<file path="config.mk">
export PLATFORM = sky130hd
export DESIGN_NAME = pwvm_cell
export DESIGN_NICKNAME = d
export VERILOG_FILES = /design/src/pwvm_pkg.sv /design/src/pwvm_cell.sv
export SDC_FILE = /design/constraint.sdc
export NUM_CORES = 1
export LEC_CHECK = 0
export BUFFER_PORTS_ARGS = -buffer_cell sky130_fd_sc_hd__buf_2
export CORE_MARGIN = 2
export CORE_UTILIZATION = 49
export CTS_CLUSTER_SIZE = 40
export DETAILED_ROUTE_END_ITERATION = 10
export PLACE_DENSITY = 0.84
export SLEW_MARGIN = 10
export SYNTH_ARGS = -nofsm -noshare
export SYNTH_HDL_FRONTEND = slang
export SYNTH_SLANG_ARGS = --single-unit
</file>
<file path="constraint.sdc">
create_clock -name clk -period 1.17 [get_ports clk]
set_input_delay 0.351 -clock clk [delete_from_list [all_inputs] [get_ports clk]]
set_output_delay 0.351 -clock clk [all_outputs]
set_load 0.02 [all_outputs]
</file>
<file path="src/pwvm_pkg.sv">
`default_nettype none

package pwvm_pkg;

    // TABLE_SIZE must be a power of two of at least 16.
    localparam int TABLE_SIZE = 1024;
    localparam int VOICES     = 15;

    localparam int FRAC_W   = 16;
    localparam int IDX_W    = $clog2(TABLE_SIZE);
    localparam int QIDX_W   = IDX_W - 2;
    localparam int QUARTER  = TABLE_SIZE / 4;
    localparam int PHASE_W  = IDX_W + FRAC_W;
    localparam int STEP_W   = 26;
    localparam int KEY_W    = 7;
    localparam int VEL_W    = 7;
    localparam int VOL_W    = VEL_W - 3;
    localparam int ROM_W    = 12;
    localparam int SAMPLE_W = 16;
    localparam int KIND_W   = 2;

    localparam int IN_BITS  = KEY_W + VEL_W + STEP_W;
    localparam int S_DATA_W = ((IN_BITS + 7) / 8) * 8;

    localparam int ROM_MAX  = 4095;
    localparam int VOL_MAX  = 15;
    localparam int ACC_W    = $clog2(VOICES * ROM_MAX * VOL_MAX + 1);
    localparam int CNT_W    = (VOICES > 1) ? $clog2(VOICES) : 1;

    typedef enum logic [KIND_W-1:0] {
        KIND_TICK = 2'd0,
        KIND_ON   = 2'd1,
        KIND_OFF  = 2'd2
    } kind_t;

    typedef struct packed {
        logic [PHASE_W-1:0] phase;
        logic [STEP_W-1:0]  inc;
        logic [KEY_W-1:0]   key;
        logic [VOL_W-1:0]   vol;
    } voice_t;

    // Note event held by the control for the length of one pass around the ring.
    typedef struct packed {
        kind_t              op;
        logic [KEY_W-1:0]   key;
        logic [VOL_W-1:0]   vol;
        logic [STEP_W-1:0]  step;
        logic               found;
    } voice_cmd_t;

endpackage

`default_nettype wire

</file>
<file path="src/pwvm_cell.sv">
`default_nettype none

module pwvm_cell (
    input  logic            clk,
    input  logic            rst_n,
    input  logic            shift,
    input  pwvm_pkg::voice_t din,
    output pwvm_pkg::voice_t dout
);
    import pwvm_pkg::*;

    voice_t voice_reg;

    always_ff @(posedge clk or negedge rst_n)
    begin
        if (!rst_n)
        begin
            voice_reg <= '0;
        end
        else if (shift)
        begin
            voice_reg <= din;
        end
    end

    assign dout = voice_reg;

endmodule

`default_nettype wire

</file>
Word level (Yosys, flattened, before mapping) --
Index checks and enable logic that the tools add are counted.
Word-level totals: bits of input ports 66, word-level logic and storage cells 4, register bits after elaboration 63, output and inout bits 63

Logic depth before layout (Yosys ltp) --
word-level depth 0, mapped depth 3, mapped depth without buffers 1

Worst setup path before layout --
No wires, ideal clock.
path kind input to register, start point in shift, end point reg voice_reg (netlist bit dout[0]), library setup time 0.125 ns, setup slack 0.094 ns, data required time 1.045 ns, buffers on the path 2, stages 3, arrival 0.951 ns, path through buf_6 > buf_12 > mux2_4
RTL lines:
- start, declared | line pwvm_cell.sv:6 | input logic shift,
- end signal, assigned | line pwvm_cell.sv:22 | voice_reg <= din;
- end, declared | line pwvm_cell.sv:12 | voice_t voice_reg;
No word-level cell between the ends.

Worst setup path in the final report --
start point reg voice_reg (netlist bit dout[21]), end point out dout[21] in the netlist's numbering
RTL lines:
- end, declared | line pwvm_cell.sv:8 | output pwvm_pkg::voice_t dout
No word-level cell between the ends.

==> summary.md <==
| Metric | Value |
|---|---|
| Combinational power share | 28.6% |
| Initial antenna violation count | 0 |
| Synth Area in Simple Gates | 0% |
| Data arrival, critical path | 0.91 ns |
| CP Data Required Time | 0.82 ns |
| Syn Area/Cell | 19.9 um2 |
| Max-slew violation count | 0 |
| Post-route cell area | 4260 um2 |
| Htree depth | 3 |
| Crit-path cells | buf_6 |
| Synth Area in Adders | 0% |
| Peak Freq | 796 MHz |
| XOR/XNOR Fraction of Synth Area | 0% |
| Worst-skew pair later-pin latency | 0.32 ns |
| Non-Filler Instances | 394 |
| Minimum clock period | 1.26 ns |
| Post-DP Area | 3320 um2 |
| First-pass GRT wire length | 10.5 mm |
| Setup TNS | -2.33 ns |
| First-iteration detailed-routing DRC count | 114 |
| Inst Count DP | 329 |
| Root buffer cell | clkbuf_8 |
| Fillers | 275 |
| Final period utilization | 107% |
| Post-synthesis sequential area ratio | 59.7% |
| Initial core utilization | 51.4% |
| Unrepaired setup endpoints after global routing | yes |
| CTS buffer count | 9 |
| Layout area overhead | 61.1% |
| Worst slew margin | 78.3% |
| Die area | 6000 um2 |
| Share of cells above drive strength 1 | 79.9% |
| Failing checks | setup timing |
| First-pass DRT Iterations | 4 |
| Multiplexer area fraction after synthesis | 35.4% |
| Antenna cell count | 0 |
| Largest net degree at the start of global routing | 64 |
| Int Power | 4.28 mW |
| Largest family of logic cells by synthesized area | multiplexers |
| Post-DR vias/cell | 4.72 |
| Nets | 387 |
| Core Rows | 26 |
| CTS Sinks | 63 |
| Max Root-Sink Buffers | 2 |
| Register area | 1580 um2 |
| Compound-Gate Fraction of Synth Area | 0% |
| Number of global-route vias before repair | 2031 |
| Final GP Congestion | 0.702 |
| GRT overflow | 0 |
| Power share of the clock group | 27.5% |
| Syn Inst Count | 133 |
| Count of different cell masters after synthesis | 5 |
| Worst Skew | 0 ns |
| Vias after detailed routing | 1860 |
| CTS clock-pin slew for the worst setup and hold paths | 0.07 ns |
| Yosys reg bits | 63 |
| Net Switching | 1.58 mW |
| Hold Path Class | in2async |
| Core Util, Final | 82.8% |
| VDD IR max | 0.905 mV |
| Post-synth top area cell | dfrtp_1 |
| Remaining DRCs | 0 |
| CTS tree | done |
| Crit-path max cell delay | 0.43 ns |
| CP Launch Type | flop |
| Fin worst setup slack | -0.0861 ns |
| Net Count, Synth | 199 |
| Synth top area cells | dfrtp_1 (60%), mux2_4 (34%), buf_12 (4.5%) |
| Final hold vios | 0 |
| Die Span Y | 77.4 um |
| Port Buffers | 128 |
| I/O pin total | 129 |
| Largest register FFs | 63 |
| Overall routed net length | 6.94 mm |
| Leak | 2.25 nW |
| Tot GR Track Use | 23.4% |
| Core area | 5140 um2 |
| Outcome | finished with violations |
| Warnings, synthesis | 0 |
| Sw Ratio | 27.0% |
| CP bufs+invs | 1 |
| Sequential Power Share | 44.0% |
| Crit Path Class | reg2out |
| CP max stage cell | dfrtp_1 |
| Pwr/cell area | 1380 nW/um2 |
| Max-cap violations | 0 |
| Worst path top cell family by delay | flip-flops |
| CP Capture Type | output pin |
| Die X | 77.4 um |
| Post-DP HPWL | 4.00 mm |
| Yosys top cell area share | 59.7% |
| Final setup fails | 63 |
| Pwr Total | 5.87 mW |
| Post-Syn Area | 2640 um2 |
| Worst-Margin Slew | 0.326 ns |
| WL/cell | 17.6 um |
| Area of the multi-input gates | 935 um2 |
| CP Max Fanout | 2 |
| DRT antenna net count | 0 |
per-layer routing:
metal  track usage [%]  vias to the layer above  wire length, um
met5                 0                        -                0
li1                  -                      839                -
met4              12.7                        0              185
met2              42.7                       77             3960
met3              5.12                       20              269
met1              24.9                      924             2530
synthesized netlist by cell type:
| cell | n |
|---|---|
| dfrtp_1 | 63 |
| mux2_4 | 60 |
| buf_12 | 6 |
| mux2_2 | 3 |
| buf_6 | 1 |
cells in the final DEF, fill, tap and decap left out:
cell / Yosys / routed
clkbuf_8: 0 / 11
buf_12: 6 / 3
mux2_4: 60 / 60
clkinv_2: 0 / 1
buf_6: 1 / 63
buf_4: 0 / 54
mux2_2: 3 / 3
buf_2: 0 / 64
clkbuf_1: 0 / 2
dfrtp_1: 63 / 63
logic make-up after synthesis:
group,Yosys count
multiplexers,63
flip-flops,63
buffers and inverters,7
path summary, 6_finish.rpt:
check | from | to | slack (ns) | depth (start not counted)
setup reg to reg | dout[22] | dout[22] | 0.13 | 3
setup / recovery | dout[21] | dout[21] | -0.09 | 1
max in group asynchronous | rst_n | dout[11] | 0.87 | 2
min in group clk | din[29] | dout[29] | 0.25 | 2
hold / removal | rst_n | dout[16] | 0.03 | 2
hold reg to reg | dout[55] | dout[55] | 0.54 | 1
metrics by stage:
step / setup slack [ns] / hold WS [ns]
final: -0.0861 / 0.0331
after global routing: -0.103 / 0.0423
after CTS: -0.0672 / 0.0393
after detailed placement: -0.00976 / 0.387
after global placement: 0.0111 / 0.382
after floorplan: 0.0937 / 0.0554
area by class of cell:
type	instances	area share, %
flip-flops and latches	63	37.0
repair buffers	184	35.1
multi-input cells	63	22.0
clock buffers	13	3.73
well taps	70	2.06
clock inverters	1	0.118
power by group through the flow:
| stage | combinational (mW) | clock, mW | sequential [mW] |
|---|---|---|---|
| finish | 1.68 | 1.61 | 2.58 |
| global route | 1.75 | 1.77 | 2.60 |
| CTS | 1.58 | 1.64 | 2.56 |
| detailed placement | 1.14 | 0 | 2.55 |
| global placement | 1.11 | 0 | 2.54 |
| floorplan | 0.446 | 0 | 2.82 |
repair_timing:
item                       in CTS  in global routing
setup buffers                  34                 17
gates resized for setup       126                  0
setup endpoints to repair      63                 63
hold buffers                    0                  0
No activity file was read; power rests on OpenSTA's default activity.
