[config.mk]
export PLATFORM = sky130hd
export DESIGN_NAME = pwvm_voice_alu
export DESIGN_NICKNAME = d
export VERILOG_FILES = /design/src/pwvm_pkg.sv /design/src/pwvm_voice_alu.sv
export SDC_FILE = /design/constraint.sdc
export NUM_CORES = 1
export LEC_CHECK = 0
export BUFFER_PORTS_ARGS = -buffer_cell sky130_fd_sc_hd__buf_2
export CORE_MARGIN = 1.5
export CORE_UTILIZATION = 38
export DETAILED_ROUTE_END_ITERATION = 16
export MAX_ROUTING_LAYER = met4
export PLACE_DENSITY = 0.8
export SLEW_MARGIN = 10
export SYNTH_ARGS = -nofsm -noshare
export SYNTH_HDL_FRONTEND = slang
export SYNTH_SLANG_ARGS = --single-unit
[constraint.sdc]
create_clock -name vclk -period 2.6
set_clock_uncertainty 0.05 [all_clocks]
set_input_delay 0.39 -clock vclk [all_inputs]
set_output_delay 0.39 -clock vclk [all_outputs]
set_load 0.01 [all_outputs]
[src/pwvm_pkg.sv]
`default_nettype none

package pwvm_pkg;

    // TABLE_SIZE must be a power of two of at least 16.
    localparam int TABLE_SIZE = 1024;
    localparam int VOICES     = 15;

    localparam int FRAC_W   = 16;
    localparam int IDX_W    = $clog2(TABLE_SIZE);
    localparam int QIDX_W   = IDX_W - 2;
    localparam int QUARTER  = TABLE_SIZE / 4;
    localparam int PHASE_W  = IDX_W + FRAC_W;
    localparam int STEP_W   = 26;
    localparam int KEY_W    = 7;
    localparam int VEL_W    = 7;
    localparam int VOL_W    = VEL_W - 3;
    localparam int ROM_W    = 12;
    localparam int SAMPLE_W = 16;
    localparam int KIND_W   = 2;

    localparam int IN_BITS  = KEY_W + VEL_W + STEP_W;
    localparam int S_DATA_W = ((IN_BITS + 7) / 8) * 8;

    localparam int ROM_MAX  = 4095;
    localparam int VOL_MAX  = 15;
    localparam int ACC_W    = $clog2(VOICES * ROM_MAX * VOL_MAX + 1);
    localparam int CNT_W    = (VOICES > 1) ? $clog2(VOICES) : 1;

    typedef enum logic [KIND_W-1:0] {
        KIND_TICK = 2'd0,
        KIND_ON   = 2'd1,
        KIND_OFF  = 2'd2
    } kind_t;

    typedef struct packed {
        logic [PHASE_W-1:0] phase;
        logic [STEP_W-1:0]  inc;
        logic [KEY_W-1:0]   key;
        logic [VOL_W-1:0]   vol;
    } voice_t;

    // Note event held by the control for the length of one pass around the ring.
    typedef struct packed {
        kind_t              op;
        logic [KEY_W-1:0]   key;
        logic [VOL_W-1:0]   vol;
        logic [STEP_W-1:0]  step;
        logic               found;
    } voice_cmd_t;

endpackage

`default_nettype wire

[src/pwvm_voice_alu.sv]
`default_nettype none

module pwvm_voice_alu (
    input  pwvm_pkg::voice_cmd_t cmd,
    input  pwvm_pkg::voice_t     rec_in,
    output pwvm_pkg::voice_t     rec_out,
    output logic                 hit
);
    import pwvm_pkg::*;

    localparam int SUM_W = ((PHASE_W > STEP_W) ? PHASE_W : STEP_W) + 1;

    logic [SUM_W-1:0] phase_sum;

    // The wrap limit is a power of two, so dropping the carry is the modulo.
    assign phase_sum = SUM_W'(rec_in.phase) + SUM_W'(rec_in.inc);

    always_comb
    begin
        rec_out = rec_in;
        hit     = 1'b0;
        case (cmd.op)
            KIND_TICK:
            begin
                rec_out.phase = phase_sum[PHASE_W-1:0];
            end
            KIND_ON:
            begin
                if (!cmd.found && rec_in.inc == '0)
                begin
                    rec_out.inc = cmd.step;
                    rec_out.key = cmd.key;
                    rec_out.vol = cmd.vol;
                    hit         = 1'b1;
                end
            end
            KIND_OFF:
            begin
                if (!cmd.found && rec_in.inc != '0 && rec_in.key == cmd.key)
                begin
                    rec_out = '0;
                    hit     = 1'b1;
                end
            end
            default:
            begin
                rec_out = rec_in;
            end
        endcase
    end

endmodule

`default_nettype wire

# Word level (Yosys, flattened, before mapping)
# Cells that the tools add are included.
# word_totals
regBits,0
elab_cells,18
# op_classes
n_addsub,1
n_eq_ne,3
n_mux,7
reduce_logical,7
# ops
cell,n
37-bit case mux with 2 select lines,1
63-bit two-way mux,1
26-bit case mux with 2 select lines,1
37-bit two-way mux,1
26-bit adder,1
26-bit zero test,1
26-bit nonzero test,1
7-bit == test,1
1-bit logical AND,3
"2-bit by 1-bit == test with 1-bit output, second input constant",1
"2-bit == test, second input constant",1
2-bit zero test,1
1-bit two-way mux,2
1-bit case mux with 2 select lines,1
1-bit zero test,1

# Depth between registers and ports, before layout
# depth
ltp_word,5
mapped_depth,10

# Worst setup path after synthesis
# OpenSTA, ideal clock, no wires.
# synth_path
path_kind,input -> output
from,in rec_in[14] (netlist bit)
to,out rec_out[58] (netlist bit)
arrival_time_ns,2.246
required_ns,2.160
slack_ns,-0.086
path_stages,8
cell_sequence,ha_1 > and2_4 > a221oi_2 > a21oi_2 > nor4b_4 > nor4b_1 > or3_1 > a32o_1
# synth_rtl
element,line_no,rtl
start: declaration,pwvm_voice_alu.sv:5,"input pwvm_pkg::voice_t rec_in,"
end: declaration,pwvm_voice_alu.sv:6,"output pwvm_pkg::voice_t rec_out,"

==> implementation parameters <==
Parameter                              Value

Outcome
  Run status    finished, violations left
  Violations in the final reports    negative setup slack

Yosys
  Post-synth cell types    45
  Number of cells produced by synthesis    321
  Total number of yosys warnings    0
  Fraction of the yosys area taken by sequential cells    0%
  Number of nets in the synthesized netlist    453
  Mapped Area    0.00215 mm²
  Post-Synthesis Mean Instance Area    6.71 µm²

Placement
  Input/output buffers    167
  Setup WS pre-CTS    -0.352 ns
  Placed wire-length estimate    8.30 mm
  Final estimated routing congestion in global placement    0.948

Worst setup path
  Cell with the largest stage delay on the worst path    sky130_fd_sc_hd__nor4_4
  Category of the worst setup path capture point    output pin
  Most common cell type on the critical path    sky130_fd_sc_hd__buf_6
  Arrival @ worst endpoint    2.72 ns
  Sort of element at the start of the critical path    input port
  Biggest fanout along the worst timing path    8
  List of cells traversed by the critical path    buf_8, buf_6, nor4_4, nand4_1, buf_4, nor3_4, nor2b_1, o22ai_1, nand2_2, buf_6, buf_16, a22o_1, buf_2
  Required time reported for the critical path endpoint    2.16 ns
  Critical path's largest stage delay    0.32 ns
  Crit path kind    input port to output pin

Power and ir drop
  Leak pwr    0.00224 µW
  Largest vdd supply drop    0.142 mV
  Power per cell area    262 mW/mm²

Detailed routing
  Routed wire length per instance    22.8 µm
  Sum of routed wire length over all layers    14.9 mm
  Vias    4255
  Vias per Instance    6.51
  Number of iterations in the first detailed-routing pass    5
  DRC violations left    0
  Number of DRC markers in iteration 0    482
  Antenna-violating nets left    0

Cells and area
  Commonest cells after routing, fill and taps aside    sky130_fd_sc_hd__buf_2, sky130_fd_sc_hd__buf_4, sky130_fd_sc_hd__a22o_1
  Fraction of final layout cells sized beyond drive strength 1    59.1%
  Number of clock buffers in the layout    0
  Leading cell type in the layout, fill and taps excluded    sky130_fd_sc_hd__buf_2
  Layout area overhead    107%
  Utilization after layout    81.5%
  FF+latch area    0 µm²
  Layout sequential cell count    0
  Number of nets in the final layout    713

Hold path
  Hold WC Path Type    input port to output pin
  Depth of the worst hold-timing path    3
  Min-delay src    cmd[11]
  Hold Path End    rec_out[21]

Global route
  Total track usage    37.9%
  Via count of the first global-routing pass    3670
  Maximum number of pins on one net before global-route repair    36
  Number of antenna violations at the first check in global routing    2
  First-pass GRT wire length    18.1 mm
  Total congestion overflow after global routing    0

Die
  Core area    0.00547 mm²
  Effective utilization at floorplan    39.4%
  Die width    78.3 µm
  I/O pin total    167
  Die Ht    78.3 µm
  Die Outline Area    0.00613 mm²
  Std cell rows    27

STA
  Least-Margin Pin Slew    0.497 ns
  Final Worst Setup Slack    -0.559 ns
  Period utilisation layout    121%
  Number of pins with negative max-slew slack in the final report    0
  Final Hold Violating Endpoints    0
  Final critical delay including setup and external delays    3.16 ns
  Maximum clock frequency    0.317 GHz
  Smallest hold slack    1.03 ns
  Setup-violating endpoint count in the final report    64
  Setup repair after global routing missed its margin    yes
  Remaining max-slew budget at the tightest pin    66.9%

CTS
  Hold-fix buffers at CTS    0

Job
  Max-capacitance violation count    0
logic make-up (layout without fill, tap and decap cells):
family | count (synthesis) | count (layout) | share of synthesized area (%)
fa+ha+maj | 29 | 29 | 17.2
simple gates | 106 | 106 | 23.8
other cells | 0 | 3 | 0
xor+xnor | 29 | 29 | 11.8
compound gates | 133 | 133 | 42.2
mux | 1 | 1 | 0.639
buf+inv | 23 | 281 | 4.41
how the worst max path moves through the flow:
stage | from | end | slack (ns) | cells past startpoint
2_1_floorplan | rec_in[14] | rec_out[58] | -0.005 | 8
3_3_place_gp | rec_in[11] | rec_out[61] | -0.28 | 12
3_5_place_dp | rec_in[37] | rec_out[61] | -0.35 | 12
4_1_cts | rec_in[41] | rec_out[58] | -0.23 | 10
5_1_grt | rec_in[23] | rec_out[61] | -0.73 | 12
6_report | rec_in[14] | rec_out[15] | -0.56 | 13
through the flow:
stage / std cells / power, µW / setup TNS [ns] / instance area, µm²
floorplan: 321 / 459 / -0.00454 / 2190
global placement: 631 / 883 / -9.98 / 3730
detailed placement: 631 / 894 / -13.02 / 3730
CTS: 641 / 1010 / -9.01 / 4110
global route: 653 / 1220 / -40.78 / 4460
finish: 654 / 1170 / -29.91 / 4460
what timing repair did:
action                                  in CTS  in global routing
buffers inserted                             6                  9
endpoints found under the setup margin      64                 64
resized for setup                           64                 60
pin swaps                                   49                 48
cloned                                       6                  3
metal layers:
| metal | up-vias | share of wire (%) | track usage, % |
|---|---|---|---|
| li1 | 1753 | - | - |
| met3 | 183 | 12 | 5.23 |
| met5 | - | 0 | - |
| met1 | 1906 | 35 | 44.7 |
| met2 | 413 | 42 | 63.2 |
| met4 | 0 | 11 | 18.2 |
worst max-delay path: cells and delay by family:
family / cells / cell delay [ns]
AND/OR/NAND/NOR: 5 / 0.98
AO/OA/AOI/OAI: 2 / 0.41
buffers and inverters: 6 / 0.92
synthesized netlist by cell type (9+ instances only):
cell                      instances  share of area [%]
sky130_fd_sc_hd__nand2_1         48                8.4
sky130_fd_sc_hd__a22o_1          39                 16
sky130_fd_sc_hd__ha_1            28                 16
sky130_fd_sc_hd__o21ai_0         27                6.3
sky130_fd_sc_hd__a21oi_1         25                5.8
sky130_fd_sc_hd__xor2_1          19                7.7
sky130_fd_sc_hd__nor2_1          17                3.0
sky130_fd_sc_hd__o21ai_1         12                2.8
sky130_fd_sc_hd__xnor2_1         10                4.1
sky130_fd_sc_hd__inv_1            9                1.6
sky130_fd_sc_hd__nor4_1           9                2.6
report_power, final:
group | internal (µW) | switching (µW) | total, µW | leakage (µW)
clock network | 0.000155 | 0 | 0.000155 | 0.0000000190
registers | 0 | 0 | 0 | 0
logic | 571 | 598 | 1170 | 0.00224
total | 571 | 598 | 1170 | 0.00224
area by class of cell:
class | instances | area [µm²]
Multi-Input combinational cell | 298 | 2400
Fill cell | 322 | 1010
Tap cell | 72 | 90.1
Inverter | 9 | 33.8
Timing Repair Buffer | 272 | 1930
Antenna cell | 3 | 7.51
Power figures use the tool's default switching activity.
